### src/rtl/core/stt_pkg.sv
// Package for the software timer table: sizes, command and result codes,
// and the item and control types shared by the top level and the arithmetic unit.
// Depends on nothing.
package stt_pkg;

    // Table size and limits.
    localparam int SLOTS       = 16;
    localparam int MAX_RESULTS = 16;
    localparam int IDX_W       = (SLOTS > 1) ? $clog2(SLOTS) : 1;
    localparam int CNT_W       = $clog2(MAX_RESULTS + 1);

    // Configuration register.
    localparam int          CPM_W     = 20;
    localparam logic [19:0] CPM_RESET = 20'd160000;

    // Opcodes.
    localparam logic [3:0] OP_INIT    = 4'd0;
    localparam logic [3:0] OP_DEINIT  = 4'd1;
    localparam logic [3:0] OP_CREATE  = 4'd2;
    localparam logic [3:0] OP_DELETE  = 4'd3;
    localparam logic [3:0] OP_SET     = 4'd4;
    localparam logic [3:0] OP_SET_PER = 4'd5;
    localparam logic [3:0] OP_UNSET   = 4'd6;
    localparam logic [3:0] OP_SUSPEND = 4'd7;
    localparam logic [3:0] OP_RESUME  = 4'd8;
    localparam logic [3:0] OP_TICK    = 4'd9;

    // Result kinds.
    localparam logic [1:0] KIND_REPLY  = 2'd0;
    localparam logic [1:0] KIND_EXPIRY = 2'd1;
    localparam logic [1:0] KIND_IDLE   = 2'd2;

    // One command item.
    typedef struct packed {
        logic [3:0]  opcode;
        logic [3:0]  slot;
        logic [31:0] duration_ms;
        logic        resume_flag;
        logic [63:0] now_cycles;
    } t_cmd;

    // One result item.
    typedef struct packed {
        logic [1:0] kind;
        logic       ok;
        logic [3:0] slot_out;
        logic       prior_flag;
        logic       last;
    } t_res;

    // One entry of the timing memory.
    typedef struct packed {
        logic [63:0] expiration;
        logic [63:0] period;
    } t_entry;

    // Control of the shared arithmetic unit.
    typedef struct packed {
        logic mul_en;
        logic sub;
    } t_alu_ctl;

endpackage

### src/rtl/core/software_timer_table_top.sv
// Top level of the software timer table: command sequencer, slot flags,
// timing memory and result register. Depends on stt_pkg and stt_arith.
//
//  Channel  | Ports                              | Handshake
//  ---------+------------------------------------+-----------------------------------
//  command  | start, busy, i_cmd                 | item taken when start & !busy
//  result   | o_res_valid, o_res                 | one-cycle strobe, no back-pressure
//  config   | i_cfg_we, i_cfg_wdata              | written when i_cfg_we is high
//
// Sequencing: init, deinit, delete, unset, suspend and resume are decoded and
// answered in ST_DEC; set goes on to ST_SADD; create examines the slots in order in ST_CSCAN.
// A tick walks the slots one at a time through the shared adder (ST_TRD, ST_TCMP,
// and ST_TADD for a periodic slot that expires), then ends in ST_TEND.
// Reset is synchronous and clears the flags and control state; the timing
// memory is not cleared, as an entry is only read while its slot is scheduled.
// The receiver cannot stall; results of a tick appear as the scan finds them.
module software_timer_table_top (
    input  logic                      i_clk,
    input  logic                      i_rst_n,
    input  logic                      start,
    output logic                      busy,
    input  stt_pkg::t_cmd             i_cmd,
    input  logic                      i_cfg_we,
    input  logic [stt_pkg::CPM_W-1:0] i_cfg_wdata,
    output logic                      o_res_valid,
    output stt_pkg::t_res             o_res
);

    // Sequencer states.
    localparam logic [2:0] ST_IDLE  = 3'd0;
    localparam logic [2:0] ST_DEC   = 3'd1;
    localparam logic [2:0] ST_SADD  = 3'd2;
    localparam logic [2:0] ST_CSCAN = 3'd3;
    localparam logic [2:0] ST_TRD   = 3'd4;
    localparam logic [2:0] ST_TCMP  = 3'd5;
    localparam logic [2:0] ST_TADD  = 3'd6;
    localparam logic [2:0] ST_TEND  = 3'd7;

    logic [2:0]                       r_state, n_state;
    stt_pkg::t_cmd                    r_cmd;
    logic [stt_pkg::CPM_W-1:0]        r_cpm;
    logic                             r_on, n_on;
    logic [stt_pkg::SLOTS-1:0]        r_live, n_live;
    logic [stt_pkg::SLOTS-1:0]        r_susp, n_susp;
    logic [stt_pkg::SLOTS-1:0]        r_sched, n_sched;
    logic [stt_pkg::IDX_W-1:0]        r_idx, n_idx;
    logic [stt_pkg::CNT_W-1:0]        r_n, n_n;
    logic                             r_pend_v, n_pend_v;
    logic [stt_pkg::IDX_W-1:0]        r_pend_slot, n_pend_slot;
    logic                             r_res_valid, n_res_valid;
    stt_pkg::t_res                    r_res, n_res;

    stt_pkg::t_entry                  r_mem [stt_pkg::SLOTS];
    stt_pkg::t_entry                  r_rd;
    logic                             w_we;
    logic [stt_pkg::IDX_W-1:0]        w_addr;
    stt_pkg::t_entry                  w_wdata;

    stt_pkg::t_alu_ctl                w_ctl;
    logic [63:0]                      w_b, w_prod, w_sum;
    logic                             w_carry;
    logic [stt_pkg::IDX_W-1:0]        w_sidx;
    logic                             w_valid;
    logic                             w_scan;

    assign busy        = (r_state != ST_IDLE);
    assign o_res_valid = r_res_valid;
    assign o_res       = r_res;

    // Addressed slot and whether an addressed command is accepted.
    assign w_sidx  = stt_pkg::IDX_W'(r_cmd.slot);
    assign w_valid = r_on && (int'(r_cmd.slot) < stt_pkg::SLOTS);
    assign w_scan  = (r_state == ST_TRD) || (r_state == ST_TCMP) || (r_state == ST_TADD);
    assign w_addr  = w_scan ? r_idx : w_sidx;

    // Shared arithmetic unit.
    stt_arith u_arith (
        .i_clk   (i_clk),
        .i_ctl   (w_ctl),
        .i_ms    (r_cmd.duration_ms),
        .i_cpm   (r_cpm),
        .i_a     (r_cmd.now_cycles),
        .i_b     (w_b),
        .o_prod  (w_prod),
        .o_sum   (w_sum),
        .o_carry (w_carry)
    );

    // Operand selection and memory write for the shared unit.
    always_comb begin
        w_ctl.mul_en = (r_state == ST_DEC);
        w_ctl.sub    = (r_state == ST_TCMP);
        unique case (r_state)
            ST_TCMP: w_b = r_rd.expiration;
            ST_TADD: w_b = r_rd.period;
            default: w_b = w_prod;
        endcase
        w_we    = 1'b0;
        w_wdata = '0;
        if (r_state == ST_SADD) begin
            w_we               = 1'b1;
            w_wdata.expiration = w_sum;
            w_wdata.period     = (r_cmd.opcode == stt_pkg::OP_SET_PER) ? w_prod : 64'd0;
        end else if (r_state == ST_TADD) begin
            w_we               = 1'b1;
            w_wdata.expiration = w_sum;
            w_wdata.period     = r_rd.period;
        end
    end

    // Timing memory: one write and one registered read per cycle.
    always_ff @(posedge i_clk) begin
        if (w_we) begin
            r_mem[w_addr] <= w_wdata;
        end
        r_rd <= r_mem[w_addr];
    end

    // Sequencer.
    always_comb begin
        logic elig;
        n_state     = r_state;
        n_on        = r_on;
        n_live      = r_live;
        n_susp      = r_susp;
        n_sched     = r_sched;
        n_idx       = r_idx;
        n_n         = r_n;
        n_pend_v    = r_pend_v;
        n_pend_slot = r_pend_slot;
        n_res_valid = 1'b0;
        n_res       = '0;
        n_res.kind  = stt_pkg::KIND_REPLY;
        n_res.last  = 1'b1;
        elig        = 1'b0;
        unique case (r_state)
            ST_IDLE: begin
                if (start) begin
                    n_state = ST_DEC;
                end
            end
            ST_DEC: begin
                n_state = ST_IDLE;
                n_res.ok = w_valid;
                unique case (r_cmd.opcode)
                    stt_pkg::OP_INIT: begin
                        if (!r_on) begin
                            n_live  = '0;
                            n_susp  = '0;
                            n_sched = '0;
                            n_on    = 1'b1;
                        end
                        n_res.ok    = 1'b1;
                        n_res_valid = 1'b1;
                    end
                    stt_pkg::OP_DEINIT: begin
                        n_on        = 1'b0;
                        n_res.ok    = 1'b1;
                        n_res_valid = 1'b1;
                    end
                    stt_pkg::OP_CREATE: begin
                        if (r_on) begin
                            n_idx   = '0;
                            n_state = ST_CSCAN;
                        end else begin
                            n_res.ok    = 1'b0;
                            n_res_valid = 1'b1;
                        end
                    end
                    stt_pkg::OP_DELETE: begin
                        if (w_valid) n_live[w_sidx] = 1'b0;
                        n_res_valid = 1'b1;
                    end
                    stt_pkg::OP_SET, stt_pkg::OP_SET_PER: begin
                        if (w_valid) begin
                            n_state = ST_SADD;
                        end else begin
                            n_res_valid = 1'b1;
                        end
                    end
                    stt_pkg::OP_UNSET: begin
                        if (w_valid) begin
                            n_res.prior_flag = r_sched[w_sidx];
                            n_sched[w_sidx]  = 1'b0;
                        end
                        n_res_valid = 1'b1;
                    end
                    stt_pkg::OP_SUSPEND: begin
                        if (w_valid) begin
                            n_res.prior_flag = r_susp[w_sidx];
                            n_susp[w_sidx]   = 1'b1;
                        end
                        n_res_valid = 1'b1;
                    end
                    stt_pkg::OP_RESUME: begin
                        if (w_valid) n_susp[w_sidx] = r_cmd.resume_flag;
                        n_res_valid = 1'b1;
                    end
                    stt_pkg::OP_TICK: begin
                        if (r_on) begin
                            n_idx    = '0;
                            n_n      = '0;
                            n_pend_v = 1'b0;
                            n_state  = ST_TRD;
                        end else begin
                            n_res.kind  = stt_pkg::KIND_IDLE;
                            n_res.ok    = 1'b0;
                            n_res_valid = 1'b1;
                        end
                    end
                    default: begin
                        n_res.ok    = 1'b0;
                        n_res_valid = 1'b1;
                    end
                endcase
            end
            ST_SADD: begin
                // The memory takes the new expiration in this cycle.
                n_sched[w_sidx] = 1'b1;
                n_res.ok        = 1'b1;
                n_res_valid     = 1'b1;
                n_state         = ST_IDLE;
            end
            ST_CSCAN: begin
                // Walk the slots for the lowest one that is free.
                if (!r_live[r_idx]) begin
                    n_live[r_idx]  = 1'b1;
                    n_susp[r_idx]  = 1'b0;
                    n_sched[r_idx] = 1'b0;
                    n_res.ok       = 1'b1;
                    n_res.slot_out = 4'(r_idx);
                    n_res_valid    = 1'b1;
                    n_state        = ST_IDLE;
                end else if (int'(r_idx) == stt_pkg::SLOTS - 1) begin
                    n_res.ok    = 1'b0;
                    n_res_valid = 1'b1;
                    n_state     = ST_IDLE;
                end else begin
                    n_idx = r_idx + 1'b1;
                end
            end
            ST_TRD: begin
                n_state = ST_TCMP;
            end
            ST_TCMP: begin
                // The subtraction carries out when now is at or past expiration.
                elig = r_live[r_idx] && !r_susp[r_idx] && r_sched[r_idx] && w_carry
                       && (r_n < stt_pkg::CNT_W'(stt_pkg::MAX_RESULTS));
                if (elig) begin
                    // An earlier expiry is sent now that it is known not to be the last.
                    if (r_pend_v) begin
                        n_res.kind     = stt_pkg::KIND_EXPIRY;
                        n_res.ok       = 1'b1;
                        n_res.slot_out = 4'(r_pend_slot);
                        n_res.last     = 1'b0;
                        n_res_valid    = 1'b1;
                    end
                    n_pend_v    = 1'b1;
                    n_pend_slot = r_idx;
                    n_n         = r_n + 1'b1;
                end
                if (elig && (|r_rd.period)) begin
                    n_state = ST_TADD;
                end else begin
                    if (elig) n_sched[r_idx] = 1'b0;
                    if (int'(r_idx) == stt_pkg::SLOTS - 1) begin
                        n_state = ST_TEND;
                    end else begin
                        n_idx   = r_idx + 1'b1;
                        n_state = ST_TRD;
                    end
                end
            end
            ST_TADD: begin
                // Periodic slot: the memory takes now + period in this cycle.
                if (int'(r_idx) == stt_pkg::SLOTS - 1) begin
                    n_state = ST_TEND;
                end else begin
                    n_idx   = r_idx + 1'b1;
                    n_state = ST_TRD;
                end
            end
            ST_TEND: begin
                n_res.ok    = 1'b1;
                n_res_valid = 1'b1;
                if (r_pend_v) begin
                    n_res.kind     = stt_pkg::KIND_EXPIRY;
                    n_res.slot_out = 4'(r_pend_slot);
                end else begin
                    n_res.kind = stt_pkg::KIND_IDLE;
                end
                n_state = ST_IDLE;
            end
            default: begin
                n_state = ST_IDLE;
            end
        endcase
    end

    // Control registers.
    always_ff @(posedge i_clk) begin
        if (!i_rst_n) begin
            r_state     <= ST_IDLE;
            r_cpm       <= stt_pkg::CPM_RESET;
            r_on        <= 1'b0;
            r_live      <= '0;
            r_susp      <= '0;
            r_sched     <= '0;
            r_idx       <= '0;
            r_n         <= '0;
            r_pend_v    <= 1'b0;
            r_res_valid <= 1'b0;
        end else begin
            r_state     <= n_state;
            r_on        <= n_on;
            r_live      <= n_live;
            r_susp      <= n_susp;
            r_sched     <= n_sched;
            r_idx       <= n_idx;
            r_n         <= n_n;
            r_pend_v    <= n_pend_v;
            r_res_valid <= n_res_valid;
            if (i_cfg_we) begin
                r_cpm <= i_cfg_wdata;
            end
        end
    end

    // Payload registers.
    always_ff @(posedge i_clk) begin
        if (start && !busy) begin
            r_cmd <= i_cmd;
        end
        r_pend_slot <= n_pend_slot;
        r_res       <= n_res;
    end

    // The last result of an item leaves the block idle.
    assert property (@(posedge i_clk) disable iff (!i_rst_n)
        o_res_valid && o_res.last |-> !busy)
        else $error("final result shown while the sequencer is still busy");

    // Only expiries of a tick scan come without the last mark.
    assert property (@(posedge i_clk) disable iff (!i_rst_n)
        o_res_valid && !o_res.last |-> busy && (o_res.kind == stt_pkg::KIND_EXPIRY))
        else $error("unmarked result outside a tick scan");

    // An accepted item keeps the block busy in the next cycle.
    assert property (@(posedge i_clk) disable iff (!i_rst_n)
        start && !busy |=> busy)
        else $error("accepted item did not start the sequencer");

    // An expiry is only reported while the driver is on.
    assert property (@(posedge i_clk) disable iff (!i_rst_n)
        o_res_valid && (o_res.kind == stt_pkg::KIND_EXPIRY) |-> o_res.ok && r_on)
        else $error("expiry reported with the driver off");

endmodule

### src/rtl/core/stt_arith.sv
// Shared arithmetic unit of the timer table: a registered 32 x 20 multiplier
// and one 64-bit adder/subtractor with carry out.
// Depends on stt_pkg.
module stt_arith (
    input  logic                     i_clk,
    input  stt_pkg::t_alu_ctl        i_ctl,
    input  logic [31:0]              i_ms,
    input  logic [stt_pkg::CPM_W-1:0] i_cpm,
    input  logic [63:0]              i_a,
    input  logic [63:0]              i_b,
    output logic [63:0]              o_prod,
    output logic [63:0]              o_sum,
    output logic                     o_carry
);

    logic [51:0] r_prod;
    logic [63:0] w_b;

    // The duration product is loaded on request and held for the following add.
    always_ff @(posedge i_clk) begin
        if (i_ctl.mul_en) begin
            r_prod <= i_ms * i_cpm;
        end
    end

    assign o_prod = 64'(r_prod);

    // Add, or subtract by inverting the second operand; a carry out on a
    // subtraction means a is not below b.
    assign w_b = i_ctl.sub ? ~i_b : i_b;
    assign {o_carry, o_sum} = {1'b0, i_a} + {1'b0, w_b} + 65'(i_ctl.sub);

endmodule

### config.mk
export PLATFORM = sky130hd
export DESIGN_NAME = software_timer_table_top
export DESIGN_NICKNAME = d
export VERILOG_FILES = /design/src/rtl/core/stt_pkg.sv /design/src/rtl/core/software_timer_table_top.sv /design/src/rtl/core/stt_arith.sv
export SDC_FILE = /design/constraint.sdc
export NUM_CORES = 2
export LEC_CHECK = 0
export BUFFER_PORTS_ARGS = -buffer_cell sky130_fd_sc_hd__buf_4
export CORE_ASPECT_RATIO = 0.6
export CORE_MARGIN = 2
export CORE_UTILIZATION = 25
export DETAILED_ROUTE_END_ITERATION = 10
export SLEW_MARGIN = 0
export SYNTH_ARGS = -nofsm -noshare
export SYNTH_HDL_FRONTEND = slang
export SYNTH_HIERARCHICAL = 1
export SYNTH_SLANG_ARGS = --single-unit
### constraint.sdc
create_clock -name i_clk -period 18.6 [get_ports i_clk]
set_input_delay 4.65 -clock i_clk [delete_from_list [all_inputs] [get_ports i_clk]]
set_output_delay 4.65 -clock i_clk [all_outputs]
set_load 0.05 [all_outputs]
---- Word level (Yosys, flattened, before mapping) ----
Memories as Yosys holds them, arrays and structs flattened. A register that Yosys moved wholly into a read port is not among the register bits.
Index checks and enable logic that the tools add are counted.
operators by class
  mux-type cells .......................... 90
  eq/ne operators ......................... 34
  reduce and logical (&&, ||, !) cells .... 35
  add/sub/neg operators ................... 4
  $lt $le $gt $ge ......................... 5
  divide/modulo/power cells ............... 0
  bitwise gates (word level) .............. 10
  shift operators ......................... 0
  multipliers ............................. 1
operators with widths
  operator                                                          number
  128-bit two-way mux                                               2
  16-bit two-way mux                                                10
  16-bit case mux with 2 select lines                               4
  64-bit case mux with 2 select lines                               1
  64-bit by 64-bit adder with 65-bit output                         1
  65-bit by 1-bit adder with 65-bit output                          1
  16-bit AND                                                        4
  64-bit two-way mux                                                1
  64-bit inverter                                                   1
  16-bit case mux with 4 select lines                               1
  64-bit OR reduction                                               1
  32-bit by 20-bit multiplier with 52-bit output                    1
  52-bit two-way mux                                                1
  16-bit OR                                                         3
  16-bit case mux with 3 select lines                               1
  4-bit two-way mux                                                 8
  16-bit inverter                                                   2
  1-bit two-way mux                                                 25
  3-bit != test (second input constant)                             8
  3-bit case mux with 7 select lines                                1
  1-bit binary-select mux with 4-bit select                         5
  3-bit two-way mux                                                 6
  16-bit bitwise mux                                                1
  4-bit by 3-bit == test with 1-bit output (second input constant)  4
  40 further kinds                                                  86
word-level totals
  input bits .............................. 129
  bits in read-only memories .............. 0
  output and inout bits ................... 11
  memories kept ........................... 1
  RAM bits ................................ 2048
  word-level logic and storage cells ...... 202
  latch bits .............................. 0
  register bits after elaboration ......... 253
memories
  name   depth  bits a word  read ports  clocked after memory_dff  write ports  RTL line                        text
  r_mem  16     128          1           1                         1            software_timer_table_top.sv:53  stt_pkg::t_entry r_mem [stt_pkg::SLOTS];

---- Longest topological paths before layout ----
  depth in word-level cells ............... 11
  mapped depth ............................ 26
  mapped depth without buffers ............ 25

---- By module ----
The synthesis kept the hierarchy.
modules (own cells, without submodules)
  module                    area each (um^2)  seq. area each (um^2)  cells each  times used
  software_timer_table_top  90850.9           69176.3                4792        1
  stt_arith                 26779.4           1561.5                 3126        1

---- Worst setup path after synthesis ----
No wires, ideal clock.
  path kind ............................... reg-to-reg
  start point ............................. reg r_state[2]
  end point ............................... mem r_mem[7][0] (netlist bit), enable pin
  buffers on the path ..................... 4
  data required time ...................... 17.829 ns
  arrival time ............................ 10.584 ns
  period minus slack after synthesis ...... 11.356 ns
  stages on the path, launching flop included .. 9
  path slack .............................. 7.244 ns
  library setup time ...................... 0.771 ns
  cells stage by stage .................... dfxtp_1 > buf_2 > a21boi_1 > buf_4 > mux2i_1 > clkbuf_1 > clkbuf_1 > nand3_1 > nor3_1
on the way
  longest elaborated chain between the ends .. 5
  elaborated cells on any way between the ends .. 11
  those cells by class .................... eq/ne (4); mux (5); reduce/logical (2)
ends and longest elaborated chain
  what                                     RTL line                                                         text
  start, declared                          software_timer_table_top.sv:39                                   logic [2:0] r_state, n_state;
  start signal, assigned                   software_timer_table_top.sv:314                                  r_state <= n_state;
  3-bit == test                            software_timer_table_top.sv:73, software_timer_table_top.sv:104
  1-bit two-way mux                        software_timer_table_top.sv:104                                  end else if (r_state == ST_TADD) begin
  1-bit two-way mux                        software_timer_table_top.sv:100                                  if (r_state == ST_SADD) begin
  1-bit two-way mux                        software_timer_table_top.sv:113                                  if (w_we) begin
  1-bit two-way mux (implied by the code)  software_timer_table_top.sv:114                                  r_mem[w_addr] <= w_wdata;
  end, declared                            software_timer_table_top.sv:53
Several ways; a longest one is shown, not always the timed one.

---- Final worst setup path ----
  start point ............................. reg r_state[0]
  end point ............................... reg r_res_valid, in the netlist o_res_valid
on the way
  longest elaborated chain between the ends .. 10
  elaborated cells on any way between the ends .. 16
  those cells by class .................... add/sub (2); eq/ne (6); mux (4); bitwise (1); reduce/logical (3)
ends and longest elaborated chain
  what                                         RTL line                         text
  3-bit == test                                software_timer_table_top.sv:93   unique case (r_state)
  64-bit case mux with 2 select lines *        software_timer_table_top.sv:93
  via w_b[23]                                  software_timer_table_top.sv:60   logic [63:0] w_b, w_prod, w_sum;
  64-bit inverter                              stt_arith.sv:30                  assign w_b = i_ctl.sub ? ~i_b : i_b;
  64-bit two-way mux *                         stt_arith.sv:30
  64-bit by 64-bit adder with 65-bit output *  stt_arith.sv:31                  assign {o_carry, o_sum} = {1'b0, i_a} + {1'b0, w_b} + 65'(i_ctl.sub);
  65-bit by 1-bit adder with 65-bit output *   stt_arith.sv:31
  via w_carry                                  software_timer_table_top.sv:61   logic w_carry;
  1-bit logical AND *                          software_timer_table_top.sv:247  elig = r_live[r_idx] && !r_susp[r_idx] && r_sched[r_idx] && w_carry
  1-bit logical AND *                          software_timer_table_top.sv:248  && (r_n < stt_pkg::CNT_W'(stt_pkg::MAX_RESULTS));
  1-bit two-way mux *                          software_timer_table_top.sv:249  if (elig) begin
  1-bit case mux with 4 select lines *         software_timer_table_top.sv:136  unique case (r_state)
  end signal, assigned                         software_timer_table_top.sv:322  r_res_valid <= n_res_valid;
  end, declared                                software_timer_table_top.sv:50   logic r_res_valid, n_res_valid;
Mark *: on every way through the listed nets, which the timed path passes. The rest lies on a longest branch.
A chain may end at the register's enable or synchronous reset.

==> reports/results.tsv <==
metric	value	unit
slowest_stage	a21boi_2	
critical_path_class	flip-flop to flip-flop	
max_stage_delay	850	ps
dp_hpwl	212	mm
io_buffers	139	
synth-seq-cells	2429	
gp_congestion	0.905	
hold_violations	0	
netlist_instances	7918	
p_leak	0.0479	µW
die_area	0.476	mm²
ios	140	
timing.final.crit_share	0.454	
grt_pass1_vias	67400	
fin_worst_skew	144	ps
fp.dieW	890	µm
path_delay_family	compound AO/OA/AOI/OAI gates	
critPathMaxFanout	58	
core	0.469	mm²
worst_pin_slew	1230	ps
cap_violations	0	
startpoint_type	flip-flop	
async_flop_share	0	
finalSetupViolations	0	
layout_setup_ws	10160	ps
relSlewSlack	0.178	
cts_buffers	226	
cts_resized	0	
path_cells	a21boi_2, o21a_4, buf_4, nor2_1, a21oi_1, xor2_1, ha_1, nand4_1, nor4_1, inv_1, a211oi_1, o21ai_0, a211oi_1, o21ai_0, a21oi_1, a211o_1, nand4b_1, nor3_2, nand2_1, a221oi_1	
syn_area_per_cell	14.9	µm²
initial_core_util	0.251	
cp-startpoint	r_state[0]$_SDFFE_PN0P_	
synth_cell_type_count	90	
initialDrtViolationCount	9014	
hold_path.startpoint	r_pend_slot[2]$_DFFE_PP_	
antenna_found_initial	14	
final_max_slew_viol_count	0	
grt_overflow	0	
synth_top_area_frac	0.564	
wl_per_cell	23.5	µm
cts-root-buf	clkbuf_16	
cts_tree	yes	
grt_max_degree	124	
yosys-top-cells-area	edfxtp_1 56%, mux4_2 10%, fa_1 9.1%, dfxtp_1 3.7%, nand2_1 3.2%	
post-route-min-period	8440	ps
synth_edf_count	2209	
peakVddDrop	0.313	mV
vias	69000	
rsz0062_at_grt	false	
grt_use_total	0.138	
wl	340	mm
yosysSeqAreaShare	0.601	
cts.path.max_buffers	4	
vias_per_cell	4.78	
fmax	119	MHz
clkTransAtPathRegs	70	ps
ctsHoldBuffers	0	
dp_slack	10510	ps
yosys.area.top_type	edfxtp_1	
areaGrowthSynthToFinish	13.6	%
synth_ff_type	edfxtp_1	
row_count	195	
path_buf_inv	2	
min-delay-path-class	flip-flop to flip-flop	
synthesis.area	0.118	mm²
endpoint_kind	flip-flop	
worstPathArrival	9210	ps
drtPass1Iterations	6	
ant_nets	0	
nets	8840	
drive_gt1_frac	0.149	
r2r_start	r_state[0]$_SDFFE_PN0P_	
power_density	139	mW/mm²
cts.sinks	2429	
worstPathRequired	19370	ps
drc	0	
insertion_delay	960	ps
synth_warnings	6	
cts_setup_buffers	0	
status	complete, no violations	
tns	0	ps
grt_pass1_wl	491	mm
htree_num_levels	4	
die_y	535	µm
[layout by cell type, fill, tap and decap left out, types with 69 or more instances in the layout]
| cell type | instances |
|---|---|
| o21ai_0 | 104 |
| xor2_1 | 106 |
| dfxtp_1 | 204 |
| fa_1 | 537 |
| nor2_1 | 202 |
| buf_4 | 257 |
| clkbuf_16 | 227 |
| o22ai_1 | 97 |
| edfxtp_1 | 2209 |
| nand2_1 | 995 |
| a21oi_1 | 245 |
| inv_1 | 633 |
| a22o_1 | 69 |
| and3_1 | 139 |
| a31oi_1 | 148 |
| ha_1 | 230 |
| mux4_2 | 523 |
| and2_1 | 366 |
[area by class of cell]
type	count	area, µm²
flip-flops and latches	2429	70800
multi-input cells	4384	42800
diodes	1	2.50
inverters	635	2390
well taps	6304	7890
clock buffers	292	6140
fillers	47000	336000
clock inverters	122	1540
repair buffers	268	2150
[stage by stage]
stage / hold slack, ps / instance area (µm²) / power, µW / cells / utilization
global placement: 446 / 126000 / 13700 / 14000 / 0.268
floorplan: 419 / 118000 / 11600 / 7929 / -
finish: 469 / 134000 / 18600 / 14400 / 0.285
CTS: 470 / 134000 / 18600 / 14400 / 0.285
global route: 492 / 134000 / 19700 / 14400 / 0.285
detailed placement: 455 / 126000 / 13700 / 14000 / 0.268
[synthesized netlist by cell type, types with 97 or more instances]
cell type / instances
fa_1: 537
xor2_1: 106
edfxtp_1: 2209
o21ai_0: 104
a21oi_1: 245
and2_1: 367
and3_1: 140
clkbuf_1: 318
o22ai_1: 97
mux4_2: 523
a31oi_1: 148
nand2_1: 996
ha_1: 230
inv_1: 634
dfxtp_1: 220
nor2_1: 217
buf_2: 112
[routing by layer]
layer | track usage | wire length, µm
met5 | 0 | 36
met4 | 0.0233 | 6100
met3 | 0.0278 | 32100
met2 | 0.202 | 146000
met1 | 0.214 | 156000
[cells by family (layout without fill, tap and decap cells)]
family                   Yosys count  count (layout)  synth area share
multiplexers                     562             562             0.104
AO/OA/AOI/OAI                    920             920            0.0508
XOR/XNOR                         170             170            0.0127
flip-flops                      2429            2429             0.601
adder cells (fa/ha/maj)          767             767             0.116
AND/OR/NAND/NOR                 1953            1953            0.0779
other                              1              13         0.0000319
buffers and inverters           1116            1317            0.0376
[path summary, 6_finish.rpt]
kind	endpoint	cells past startpoint	slack [ps]
max	o_res_valid$_SDFF_PN0_	20	10160
min	o_res[4]$_DFF_P_	1	470
max reg2reg	o_res_valid$_SDFF_PN0_	20	10160
min reg2reg	o_res[4]$_DFF_P_	1	470
[power by group]
group | leakage (µW) | switching [µW] | internal, µW
Clock | 0.00372 | 2140 | 2750
Combinational | 0.0210 | 4480 | 2750
Sequential | 0.0231 | 200 | 6240
[state kept, by name, summed over array words and instances, names as in the netlist, 5 cells and up]
register and cells:
o_res 9, r_cmd 101, r_n 5, r_susp 16
r_rd 128, r_cpm 20, r_live 16, u_arith/r_prod 52
r_sched 16, r_mem 2048
Note: power is estimated with default switching activity, not from simulation.
